**src/hdl/rsmp_pkg.sv**
```systemverilog
// ----------------------------------------------------------------------------
// rsmp_pkg
// Types and constants shared by the slewed-ratio linear resampler modules.
// ----------------------------------------------------------------------------
package rsmp_pkg;

	localparam int CFG_IDX_W  = 2;
	localparam int CFG_DATA_W = 33;

	// register indexes of the configuration port
	localparam logic [CFG_IDX_W-1:0] REG_CHANNEL_COUNT = 2'd0;
	localparam logic [CFG_IDX_W-1:0] REG_MAX_RATIO_STEP = 2'd1;
	localparam logic [CFG_IDX_W-1:0] REG_MIN_RATIO = 2'd2;
	localparam logic [CFG_IDX_W-1:0] REG_MAX_RATIO = 2'd3;

	// register reset values
	localparam logic [1:0]  CHANNEL_COUNT_RST  = 2'd2;
	localparam logic [31:0] MAX_RATIO_STEP_RST = 32'd85899;
	localparam logic [32:0] MIN_RATIO_RST      = 33'h0_8000_0000;
	localparam logic [32:0] MAX_RATIO_RST      = 33'h1_8000_0000;

	// Q1.32 constants
	localparam logic [32:0] RATIO_ONE  = 33'h1_0000_0000;
	localparam logic [32:0] RATIO_HALF = 33'h0_8000_0000;

	// rounding offsets, half away from zero
	localparam logic [31:0] RND_POS = 32'h8000_0000;
	localparam logic [31:0] RND_NEG = 32'h7FFF_FFFF;

	// request and result kinds
	localparam logic KIND_AUDIO = 1'b0;
	localparam logic KIND_TICK  = 1'b1;

	typedef enum logic [3:0] {
		ST_IDLE,
		ST_DECIDE,
		ST_MUL,
		ST_ACC,
		ST_EMIT,
		ST_FIN,
		ST_TDIFF,
		ST_TSTEP,
		ST_TEMIT
	} state_t;

	typedef struct packed {
		logic        two_ch;
		logic [31:0] step;
		logic [32:0] lo;
		logic [32:0] hi;
	} cfg_t;

	typedef struct packed {
		logic capture;
		logic prime;
		logic mul;
		logic acc;
		logic emit_audio;
		logic last;
		logic finish;
		logic tick_diff;
		logic tick_step;
		logic tick_emit;
	} cmd_t;

	typedef struct packed {
		logic is_tick;
		logic primed;
		logic phase_ge_one;
		logic next_ge_one;
		logic out_free;
	} status_t;

endpackage

```
**src/hdl/slewed_ratio_linear_resampler.sv**
```systemverilog
// ----------------------------------------------------------------------------
// slewed_ratio_linear_resampler
// Linear-interpolation sample-rate converter with a slewed Q1.32 ratio.
// ----------------------------------------------------------------------------
// Items are taken one at a time. A source frame that only primes the block or
// produces no output goes from acceptance through a decide step back to
// ready; a frame with n outputs (1 or 2) makes one pass per output through
// the shared blend multiplier, accumulate and round steps, then finishes. A
// period tick steps through difference, slew and clamp. A result that the
// sink has not taken holds the block in its emit step; the next item is
// accepted while the last result waits in the output register. Input tdata
// carries sample_ch0, sample_ch1, target_ratio from bit 0 up, tuser carries
// req_type; output tdata carries out_ch0, out_ch1, applied_ratio, tuser
// carries result_kind and tlast marks the last result of an input beat.
module slewed_ratio_linear_resampler #(
	parameter int MAX_CHANNELS = 2,
	parameter int SAMPLE_BITS  = 16
) (
	input  logic                             clk,
	input  logic                             arst_n,
	input  logic                             s_tvalid,
	output logic                             s_tready,
	// sample_ch0, sample_ch1, target_ratio
	input  logic [((2*SAMPLE_BITS+33+7)/8)*8-1:0] s_tdata,
	// req_type
	input  logic                             s_tuser,
	output logic                             m_tvalid,
	input  logic                             m_tready,
	// out_ch0, out_ch1, applied_ratio
	output logic [((2*SAMPLE_BITS+33+7)/8)*8-1:0] m_tdata,
	// result_kind
	output logic                             m_tuser,
	output logic                             m_tlast,
	input  logic                             cfg_we,
	input  logic [rsmp_pkg::CFG_IDX_W-1:0]   cfg_index,
	input  logic [rsmp_pkg::CFG_DATA_W-1:0]  cfg_wdata
);

	localparam int SB  = SAMPLE_BITS;
	localparam int FW  = 2*SB + 33;
	localparam int TDW = ((FW + 7) / 8) * 8;
	localparam int PAD = TDW - FW;

	rsmp_pkg::cfg_t    cfg;
	rsmp_pkg::cmd_t    cmd;
	rsmp_pkg::status_t sts;

	logic [SB-1:0] out_ch0;
	logic [SB-1:0] out_ch1;
	logic [32:0]   out_ratio;

	rsmp_cfg #(
		.MAX_CHANNELS(MAX_CHANNELS)
	) u_cfg (
		.clk      (clk),
		.arst_n   (arst_n),
		.cfg_we   (cfg_we),
		.cfg_index(cfg_index),
		.cfg_wdata(cfg_wdata),
		.cfg      (cfg)
	);

	rsmp_ctrl u_ctrl (
		.clk     (clk),
		.arst_n  (arst_n),
		.s_tvalid(s_tvalid),
		.s_tready(s_tready),
		.sts     (sts),
		.cmd     (cmd)
	);

	rsmp_dp #(
		.SAMPLE_BITS(SAMPLE_BITS)
	) u_dp (
		.clk      (clk),
		.arst_n   (arst_n),
		.cfg      (cfg),
		.cmd      (cmd),
		.sts      (sts),
		.in_type  (s_tuser),
		.in_ch0   (s_tdata[SB-1:0]),
		.in_ch1   (s_tdata[2*SB-1:SB]),
		.in_target(s_tdata[2*SB+32:2*SB]),
		.m_tready (m_tready),
		.m_tvalid (m_tvalid),
		.out_kind (m_tuser),
		.out_ch0  (out_ch0),
		.out_ch1  (out_ch1),
		.out_ratio(out_ratio),
		.out_last (m_tlast)
	);

	assign m_tdata = {{PAD{1'b0}}, out_ratio, out_ch1, out_ch0};

endmodule

```
**src/hdl/rsmp_cfg.sv**
```systemverilog
// ----------------------------------------------------------------------------
// rsmp_cfg
// Configuration register file and derived ratio bounds.
// ----------------------------------------------------------------------------
module rsmp_cfg #(
	parameter int MAX_CHANNELS = 2
) (
	input  logic                             clk,
	input  logic                             arst_n,
	input  logic                             cfg_we,
	input  logic [rsmp_pkg::CFG_IDX_W-1:0]   cfg_index,
	input  logic [rsmp_pkg::CFG_DATA_W-1:0]  cfg_wdata,
	output rsmp_pkg::cfg_t                   cfg
);

	logic [1:0]  channel_count_q;
	logic [31:0] max_ratio_step_q;
	logic [32:0] min_ratio_q;
	logic [32:0] max_ratio_q;
	logic [32:0] lo;

	always_ff @(posedge clk or negedge arst_n) begin
		if (!arst_n) begin
			channel_count_q  <= rsmp_pkg::CHANNEL_COUNT_RST;
			max_ratio_step_q <= rsmp_pkg::MAX_RATIO_STEP_RST;
			min_ratio_q      <= rsmp_pkg::MIN_RATIO_RST;
			max_ratio_q      <= rsmp_pkg::MAX_RATIO_RST;
		end else if (cfg_we) begin
			unique case (cfg_index)
				rsmp_pkg::REG_CHANNEL_COUNT:  channel_count_q  <= cfg_wdata[1:0];
				rsmp_pkg::REG_MAX_RATIO_STEP: max_ratio_step_q <= cfg_wdata[31:0];
				rsmp_pkg::REG_MIN_RATIO:      min_ratio_q      <= cfg_wdata;
				rsmp_pkg::REG_MAX_RATIO:      max_ratio_q      <= cfg_wdata;
				default: ;
			endcase
		end
	end

	// lower bound never below one half; upper bound never below the lower
	assign lo = (min_ratio_q < rsmp_pkg::RATIO_HALF) ? rsmp_pkg::RATIO_HALF : min_ratio_q;

	always_comb begin
		cfg.two_ch = channel_count_q[1] && (MAX_CHANNELS > 1);
		cfg.step   = max_ratio_step_q;
		cfg.lo     = lo;
		cfg.hi     = (max_ratio_q < lo) ? lo : max_ratio_q;
	end

endmodule

```
**src/hdl/rsmp_ctrl.sv**
```systemverilog
// ----------------------------------------------------------------------------
// rsmp_ctrl
// Sequencer: steps each accepted item through the shared blend datapath or
// the ratio slew path.
// ----------------------------------------------------------------------------
module rsmp_ctrl (
	input  logic                clk,
	input  logic                arst_n,
	input  logic                s_tvalid,
	output logic                s_tready,
	input  rsmp_pkg::status_t   sts,
	output rsmp_pkg::cmd_t      cmd
);

	rsmp_pkg::state_t state_q, state_d;
	logic n_q, n_d;  // set once the first output of a frame is out

	always_ff @(posedge clk or negedge arst_n) begin
		if (!arst_n) begin
			state_q <= rsmp_pkg::ST_IDLE;
			n_q     <= 1'b0;
		end else begin
			state_q <= state_d;
			n_q     <= n_d;
		end
	end

	always_comb begin
		state_d  = state_q;
		n_d      = n_q;
		cmd      = '0;
		s_tready = 1'b0;
		unique case (state_q)
			rsmp_pkg::ST_IDLE: begin
				s_tready = 1'b1;
				if (s_tvalid) begin
					cmd.capture = 1'b1;
					state_d     = rsmp_pkg::ST_DECIDE;
				end
			end
			rsmp_pkg::ST_DECIDE: begin
				n_d = 1'b0;
				if (sts.is_tick) begin
					state_d = rsmp_pkg::ST_TDIFF;
				end else if (!sts.primed) begin
					cmd.prime = 1'b1;
					state_d   = rsmp_pkg::ST_IDLE;
				end else if (sts.phase_ge_one) begin
					// frame consumed without output
					cmd.finish = 1'b1;
					state_d    = rsmp_pkg::ST_IDLE;
				end else begin
					state_d = rsmp_pkg::ST_MUL;
				end
			end
			rsmp_pkg::ST_MUL: begin
				cmd.mul = 1'b1;
				state_d = rsmp_pkg::ST_ACC;
			end
			rsmp_pkg::ST_ACC: begin
				cmd.acc = 1'b1;
				state_d = rsmp_pkg::ST_EMIT;
			end
			rsmp_pkg::ST_EMIT: begin
				if (sts.out_free) begin
					cmd.emit_audio = 1'b1;
					cmd.last       = n_q || sts.next_ge_one;
					if (cmd.last) begin
						state_d = rsmp_pkg::ST_FIN;
					end else begin
						n_d     = 1'b1;
						state_d = rsmp_pkg::ST_MUL;
					end
				end
			end
			rsmp_pkg::ST_FIN: begin
				cmd.finish = 1'b1;
				state_d    = rsmp_pkg::ST_IDLE;
			end
			rsmp_pkg::ST_TDIFF: begin
				cmd.tick_diff = 1'b1;
				state_d       = rsmp_pkg::ST_TSTEP;
			end
			rsmp_pkg::ST_TSTEP: begin
				cmd.tick_step = 1'b1;
				state_d       = rsmp_pkg::ST_TEMIT;
			end
			rsmp_pkg::ST_TEMIT: begin
				if (sts.out_free) begin
					cmd.tick_emit = 1'b1;
					state_d       = rsmp_pkg::ST_IDLE;
				end
			end
			default: state_d = rsmp_pkg::ST_IDLE;
		endcase
	end

	a_blend_phase_below_one: assert property (@(posedge clk) disable iff (!arst_n)
		cmd.mul |-> !sts.phase_ge_one)
		else $error("blend started with phase at or above one");

	a_emit_needs_room: assert property (@(posedge clk) disable iff (!arst_n)
		(cmd.emit_audio || cmd.tick_emit) |-> sts.out_free)
		else $error("result loaded while output register still full");

	a_accept_then_decide: assert property (@(posedge clk) disable iff (!arst_n)
		(s_tvalid && s_tready) |=> (state_q == rsmp_pkg::ST_DECIDE))
		else $error("accepted beat not followed by decode");

	a_prime_once: assert property (@(posedge clk) disable iff (!arst_n)
		cmd.prime |-> (!sts.primed && !sts.is_tick))
		else $error("prime issued on a primed block or a tick");

endmodule

```
**src/hdl/rsmp_dp.sv**
```systemverilog
// ----------------------------------------------------------------------------
// rsmp_dp
// Datapath: input capture, phase and ratio state, blend multiply and
// rounding lanes, ratio slew and clamp, output register.
// ----------------------------------------------------------------------------
module rsmp_dp #(
	parameter int SAMPLE_BITS = 16
) (
	input  logic                    clk,
	input  logic                    arst_n,
	input  rsmp_pkg::cfg_t          cfg,
	input  rsmp_pkg::cmd_t          cmd,
	output rsmp_pkg::status_t       sts,
	input  logic                    in_type,
	input  logic [SAMPLE_BITS-1:0]  in_ch0,
	input  logic [SAMPLE_BITS-1:0]  in_ch1,
	input  logic [32:0]             in_target,
	input  logic                    m_tready,
	output logic                    m_tvalid,
	output logic                    out_kind,
	output logic [SAMPLE_BITS-1:0]  out_ch0,
	output logic [SAMPLE_BITS-1:0]  out_ch1,
	output logic [32:0]             out_ratio,
	output logic                    out_last
);

	localparam int SB = SAMPLE_BITS;
	localparam int PW = SB + 34;  // product width
	localparam int SW = SB + 35;  // accumulator width

	logic                 type_q;
	logic                 two_ch_q;
	logic [32:0]          tgt_q;
	logic signed [SB-1:0] cur_q  [2];
	logic signed [SB-1:0] prev_q [2];
	logic                 primed_q;
	logic [33:0]          phase_q;
	logic [32:0]          ratio_q;

	logic signed [SB:0]   diff    [2];
	logic signed [PW-1:0] prod_s1 [2];
	logic [SW-1:0]        sum_s2  [2];
	logic [SW-1:0]        rsum    [2];
	logic [SB-1:0]        blend   [2];

	logic [33:0] phase_sum;
	logic        tgt_gt;
	logic        tgt_gt_q;
	logic [32:0] tdiff_q;
	logic [32:0] delta;
	logic [33:0] rnew_q;
	logic [32:0] clamped;
	logic        m_tvalid_q;

	// input capture
	always_ff @(posedge clk) begin
		if (cmd.capture) begin
			type_q   <= in_type;
			two_ch_q <= cfg.two_ch;
			tgt_q    <= in_target;
			cur_q[0] <= in_ch0;
			cur_q[1] <= cfg.two_ch ? in_ch1 : '0;
		end
	end

	// previous frame
	always_ff @(posedge clk) begin
		if (cmd.prime || cmd.finish) begin
			prev_q[0] <= cur_q[0];
			prev_q[1] <= cur_q[1];
		end
	end

	assign phase_sum = phase_q + {1'b0, ratio_q};

	always_ff @(posedge clk or negedge arst_n) begin
		if (!arst_n) begin
			primed_q <= 1'b0;
			phase_q  <= '0;
			ratio_q  <= rsmp_pkg::RATIO_ONE;
		end else begin
			if (cmd.prime)
				primed_q <= 1'b1;
			if (cmd.emit_audio) begin
				phase_q <= phase_sum;
			end else if (cmd.finish && (phase_q[33:32] != 2'd0)) begin
				phase_q <= {phase_q[33:32] - 2'd1, phase_q[31:0]};
			end
			if (cmd.tick_emit)
				ratio_q <= clamped;
		end
	end

	// blend lanes: prev + (cur - prev) * frac, rounded half away from zero
	always_comb begin
		for (int l = 0; l < 2; l++) begin
			diff[l]  = {cur_q[l][SB-1], cur_q[l]} - {prev_q[l][SB-1], prev_q[l]};
			rsum[l]  = sum_s2[l] + {{(SW-32){1'b0}},
				(sum_s2[l][SW-1] ? rsmp_pkg::RND_NEG : rsmp_pkg::RND_POS)};
			blend[l] = rsum[l][SB+31:32];
		end
	end

	always_ff @(posedge clk) begin
		for (int l = 0; l < 2; l++) begin
			if (cmd.mul)
				prod_s1[l] <= diff[l] * $signed({1'b0, phase_q[31:0]});
			if (cmd.acc)
				sum_s2[l] <= {{3{prev_q[l][SB-1]}}, prev_q[l], 32'h0}
					+ {prod_s1[l][PW-1], prod_s1[l]};
		end
	end

	// ratio slew toward the target, then clamp
	assign tgt_gt = tgt_q > ratio_q;
	assign delta  = (tdiff_q > {1'b0, cfg.step}) ? {1'b0, cfg.step} : tdiff_q;

	always_ff @(posedge clk) begin
		if (cmd.tick_diff) begin
			tgt_gt_q <= tgt_gt;
			tdiff_q  <= tgt_gt ? (tgt_q - ratio_q) : (ratio_q - tgt_q);
		end
		if (cmd.tick_step)
			rnew_q <= tgt_gt_q ? ({1'b0, ratio_q} + {1'b0, delta})
				: ({1'b0, ratio_q} - {1'b0, delta});
	end

	// lo <= hi, so the two compares are independent
	always_comb begin
		if (rnew_q < {1'b0, cfg.lo})
			clamped = cfg.lo;
		else if (rnew_q > {1'b0, cfg.hi})
			clamped = cfg.hi;
		else
			clamped = rnew_q[32:0];
	end

	// output register
	always_ff @(posedge clk or negedge arst_n) begin
		if (!arst_n)
			m_tvalid_q <= 1'b0;
		else if (cmd.emit_audio || cmd.tick_emit)
			m_tvalid_q <= 1'b1;
		else if (m_tready)
			m_tvalid_q <= 1'b0;
	end

	always_ff @(posedge clk) begin
		if (cmd.emit_audio) begin
			out_kind  <= rsmp_pkg::KIND_AUDIO;
			out_ch0   <= blend[0];
			out_ch1   <= two_ch_q ? blend[1] : '0;
			out_ratio <= ratio_q;
			out_last  <= cmd.last;
		end else if (cmd.tick_emit) begin
			out_kind  <= rsmp_pkg::KIND_TICK;
			out_ch0   <= '0;
			out_ch1   <= '0;
			out_ratio <= clamped;
			out_last  <= 1'b1;
		end
	end

	assign m_tvalid = m_tvalid_q;

	always_comb begin
		sts.is_tick      = (type_q == rsmp_pkg::KIND_TICK);
		sts.primed       = primed_q;
		sts.phase_ge_one = (phase_q[33:32] != 2'd0);
		sts.next_ge_one  = (phase_sum[33:32] != 2'd0);
		sts.out_free     = !m_tvalid_q || m_tready;
	end

endmodule

```
**config.mk**
```make
export PLATFORM = sky130hd
export DESIGN_NAME = slewed_ratio_linear_resampler
export DESIGN_NICKNAME = d
export VERILOG_FILES = /design/src/hdl/rsmp_pkg.sv /design/src/hdl/slewed_ratio_linear_resampler.sv /design/src/hdl/rsmp_cfg.sv /design/src/hdl/rsmp_ctrl.sv /design/src/hdl/rsmp_dp.sv
export SDC_FILE = /design/constraint.sdc
export NUM_CORES = 2
export LEC_CHECK = 0
export ABC_AREA = 1
export BUFFER_PORTS_ARGS = -buffer_cell sky130_fd_sc_hd__buf_2
export CAP_MARGIN = 10
export CORE_UTILIZATION = 60
export CTS_CLUSTER_DIAMETER = 60
export DETAILED_ROUTE_END_ITERATION = 12
export GPL_TIMING_DRIVEN = 0
export HOLD_SLACK_MARGIN = 0.02
export PLACE_DENSITY = 0.77
export REMOVE_ABC_BUFFERS = 1
export SETUP_SLACK_MARGIN = 0.4
export SYNTH_ARGS = -nofsm -noshare
export SYNTH_HDL_FRONTEND = slang
export SYNTH_HIERARCHICAL = 1
export SYNTH_SLANG_ARGS = --single-unit
```
**constraint.sdc**
```tcl
create_clock -name clk -period 14 [get_ports clk]
set_input_delay 0 -clock clk [delete_from_list [all_inputs] [get_ports clk]]
set_output_delay 0 -clock clk [all_outputs]
set_load 0.01 [all_outputs]
```
==> reports/qor.csv <==
stage,metric,value,unit
clock_tree,clk_path_buf_depth,3,
place,place_inst,10700,
synthesis,yosys.area_share.simple,17.9,%
synthesis,yosys.area.top_type,fa_1,
synthesis,synth_seq_cells,605,
run,max_cap_viol_count,0,
layout,fill_cells,10100,
synthesis,syn_area_per_cell,8.20,um2
clock_tree,cts_max_level,3,
synthesis,synthDistinctLibCells,64,
layout,area_growth,9.36,%
hold_path,hold_path.startpoint,s_tdata[34],
status,status,"complete, but fails checks",
sta,fin_tns_setup,0,ps
sta,rsz0062_at_grt,no,
routing,drtIter0Drc,6674,
grt,grt.total_usage,37.6,%
routing,vias_per_cell,5.84,
clock_tree,clock_sinks,605,
place,placed_cell_area,77400,um2
die,die_w,355,um
place,hpwl,184000,um
grt,grt-ovfl-total,0,
layout,fin_cells,11000,
grt,grt_pass1_vias,64900,
grt,antenna_found_initial,3,
synthesis,muxShareOfSynthArea,0.0938,%
setup_path,crit_type,flop to flop,
place,finalWeightedCongestion,1.02,
synthesis,netlist_instances,9111,
routing,wl_per_cell,21.4,um
sta,finalHoldViolations,0,
synthesis,synth_top_family_by_area,adder cells,
layout,fin_area,81700,um2
setup_path,crit_top_cell,nand2_1,
status,failed_checks,design-rule violations,
die,initial_utilization,60.4,%
grt,grt_start_max_net_pins,111,
setup_path,cp-startpoint,u_dp/prev_q[0][0],
setup_path,slowest_delay,770,ps
hold_path,hp-class,input pin to flop,
sta,setup_violations,0,
setup_path,crit_path_max_fanout,20,
synthesis,ys.flop_type,edfxtp_1,
die,core_area,124000,um2
clock_tree,cts_made_buffers,75,
setup_path,r2r_start,u_dp/prev_q[0][0],
setup_path,reg2reg_depth,39,
setup_path,critPathLaunchType,flop,
hold_path,whs_path_depth,2,
sta,tightest_slew,1450,ps
synthesis,synth_xor_area_share,2.64,%
synthesis,async_flop_share,28.6,%
die,die_h,355,um
clock_tree,clkLatencyLatePin,700,ps
synthesis,synth.top_cell.area_share,24.3,%
sta,max_freq,96.0,MHz
setup_path,worst-endpoint-required,14410,ps
sta,min_period_over_period,74.4,%
place,io_buffer_count,174,
die,dieArea,126000,um2
die,rows,129,
routing,dr.pass1.iters,10,
routing,totalWireLength,235000,um
synthesis,synth_edf_count,431,
grt,grt_pass1_wl,363000,um
synthesis,yosys_warnings,6,
setup_path,cp-end-kind,flop,
clock_tree,ctsResizeCount,0,
synthesis,synth_compound_area_share,8.84,%
setup_path,cp.arrival,10830,ps
synthesis,netlist_area,74700,um2
layout,layout-drive-gt1-share,5.18,%
clock_tree,cts-root-buf,clkbuf_16,
clock_tree,cts_tree,built,
routing,vias,64100,
synthesis,synth-seq-area-share,23.2,%
sta,timing.slew.headroom,3.31,%
routing,postRouteAntennaNets,0,
layout,final_nets,11000,
sta,post-route-min-period,10420,ps
synthesis,synth-adder-area-share,36.1,%
routing,drc_errors,4,
clock_tree,cts.clk_slew.worst_paths,60,ps
sta,slew_viol_final,0,
synthesis,ys_top_cells_by_area,"fa_1 24%, edfxtp_1 17%, ha_1 12%",
die,ios,189,
clock_tree,post_cts_buffers,0,
sta,clock_skew,45.2,ps
setup_path,crit_slowest_cell,nand2_1,
==> critical path, delay by kind of cell (launching register included) <==
family	cells	cell delay, ps
adders and majority gates	9	3730
DFF	1	420
AOI/OAI and AO/OA	9	2440
and+or+nand+nor	16	3170
buffers and inverters	5	330
==> logic make-up (layout without fill, tap and decap cells) <==
| family | Yosys count | in the layout |
|---|---|---|
| other cells | 1 | 13 |
| buf+inv | 2200 | 2405 |
| mux | 7 | 7 |
| compound gates | 1206 | 1206 |
| simple gates | 3253 | 3253 |
| flops | 605 | 605 |
| xor+xnor | 225 | 225 |
| fa+ha+maj | 1614 | 1614 |
==> state kept, by name, indices dropped and copies added, names as in the netlist, 4 cells and up <==
signal                  flops
u_dp/prod_s1              100
u_dp/ratio_q               33
u_dp/prev_q                32
u_cfg/max_ratio_q          33
u_dp/out_ratio             33
u_dp/sum_s2                98
u_ctrl/state_q              4
u_dp/cur_q                 32
u_dp/out_ch1               16
u_dp/phase_q               34
u_dp/tdiff_q               33
u_cfg/max_ratio_step_q     32
u_dp/tgt_q                 33
u_dp/rnew_q                34
u_cfg/min_ratio_q          33
u_dp/out_ch0               16
==> cells in the final DEF (no fill, tap or decap), types with 22 or more instances in the layout <==
master         Yosys  layout
o21ai_1           23      23
clkbuf_16          0      76
o21a_1            22      22
xnor2_1           85      85
xor2_1           140     140
buf_16             0      35
nand4_1           36      36
or2_2             31      31
nand2_1         1706    1704
edfxtp_1         431     431
fa_1             906     905
o21ai_0          475     475
a31oi_1           51      51
inv_1           1869    1866
dfrtp_1          158     158
dlygate4sd3_1      0     138
a21oi_1          483     483
nand3_1          519     516
a21o_1            30      30
ha_1             708     708
nor3_1            64      62
buf_2              7     173
nor2_1           824     821
==> layout make-up <==
class	instances	area [um2]	share of cell area [%]
clock buffers	86	1950	2.39
flip-flops and latches	605	17300	21.2
well taps	1637	2050	2.51
clock inverters	49	524	0.642
repair buffers	376	3630	4.45
multi-input cells	6312	49100	60.1
inverters	1894	7110	8.71
diodes	6	15.0	0.0184
==> what timing repair did <==
item / 4_1_cts / 5_1_grt
hold endpoints to repair: 356 / 0
endpoints found under the setup margin: 0 / 0
hold buffers: 139 / 0
==> layer usage <==
metal	part of all wire [%]	GRT usage, %
met3	12	10.2
met2	43	57.8
met4	5.7	18.1
met1	39	49.6
met5	0	0
==> final timing paths <==
check | endpoint | slack, ps
min reg2reg | u_dp/sum_s2[0][54] | 410
min in group asynchronous | u_cfg/max_ratio_q[32] | 460
max | u_dp/prod_s1[0][48] | 3580
min | u_dp/tgt_q[2] | 60
max in group asynchronous | u_dp/phase_q[27] | 12860
max reg2reg | u_dp/prod_s1[0][48] | 3580
==> metrics by stage <==
step	hold WS (ps)	setup slack (ps)	util (%)
floorplan	-296	5860	-
global placement	178	1400	61.8
detailed placement	-32.1	3670	62.6
CTS	22.3	3570	65.7
global route	51.4	3110	66.1
finish	57.5	3580	66.1
==> Yosys cell counts, types with 140 or more instances <==
| library cell | n |
|---|---|
| o21ai_0 | 475 |
| edfxtp_1 | 431 |
| a21oi_1 | 483 |
| ha_1 | 708 |
| fa_1 | 906 |
| dfrtp_1 | 158 |
| clkbuf_1 | 263 |
| xor2_1 | 140 |
| nand2_1 | 1706 |
| nor2_1 | 824 |
| nand3_1 | 519 |
| inv_1 | 1869 |
Power is left out: the tool's default activity adds up to more than one toggle a clock period on the data nets, which glitch-free logic cannot reach.
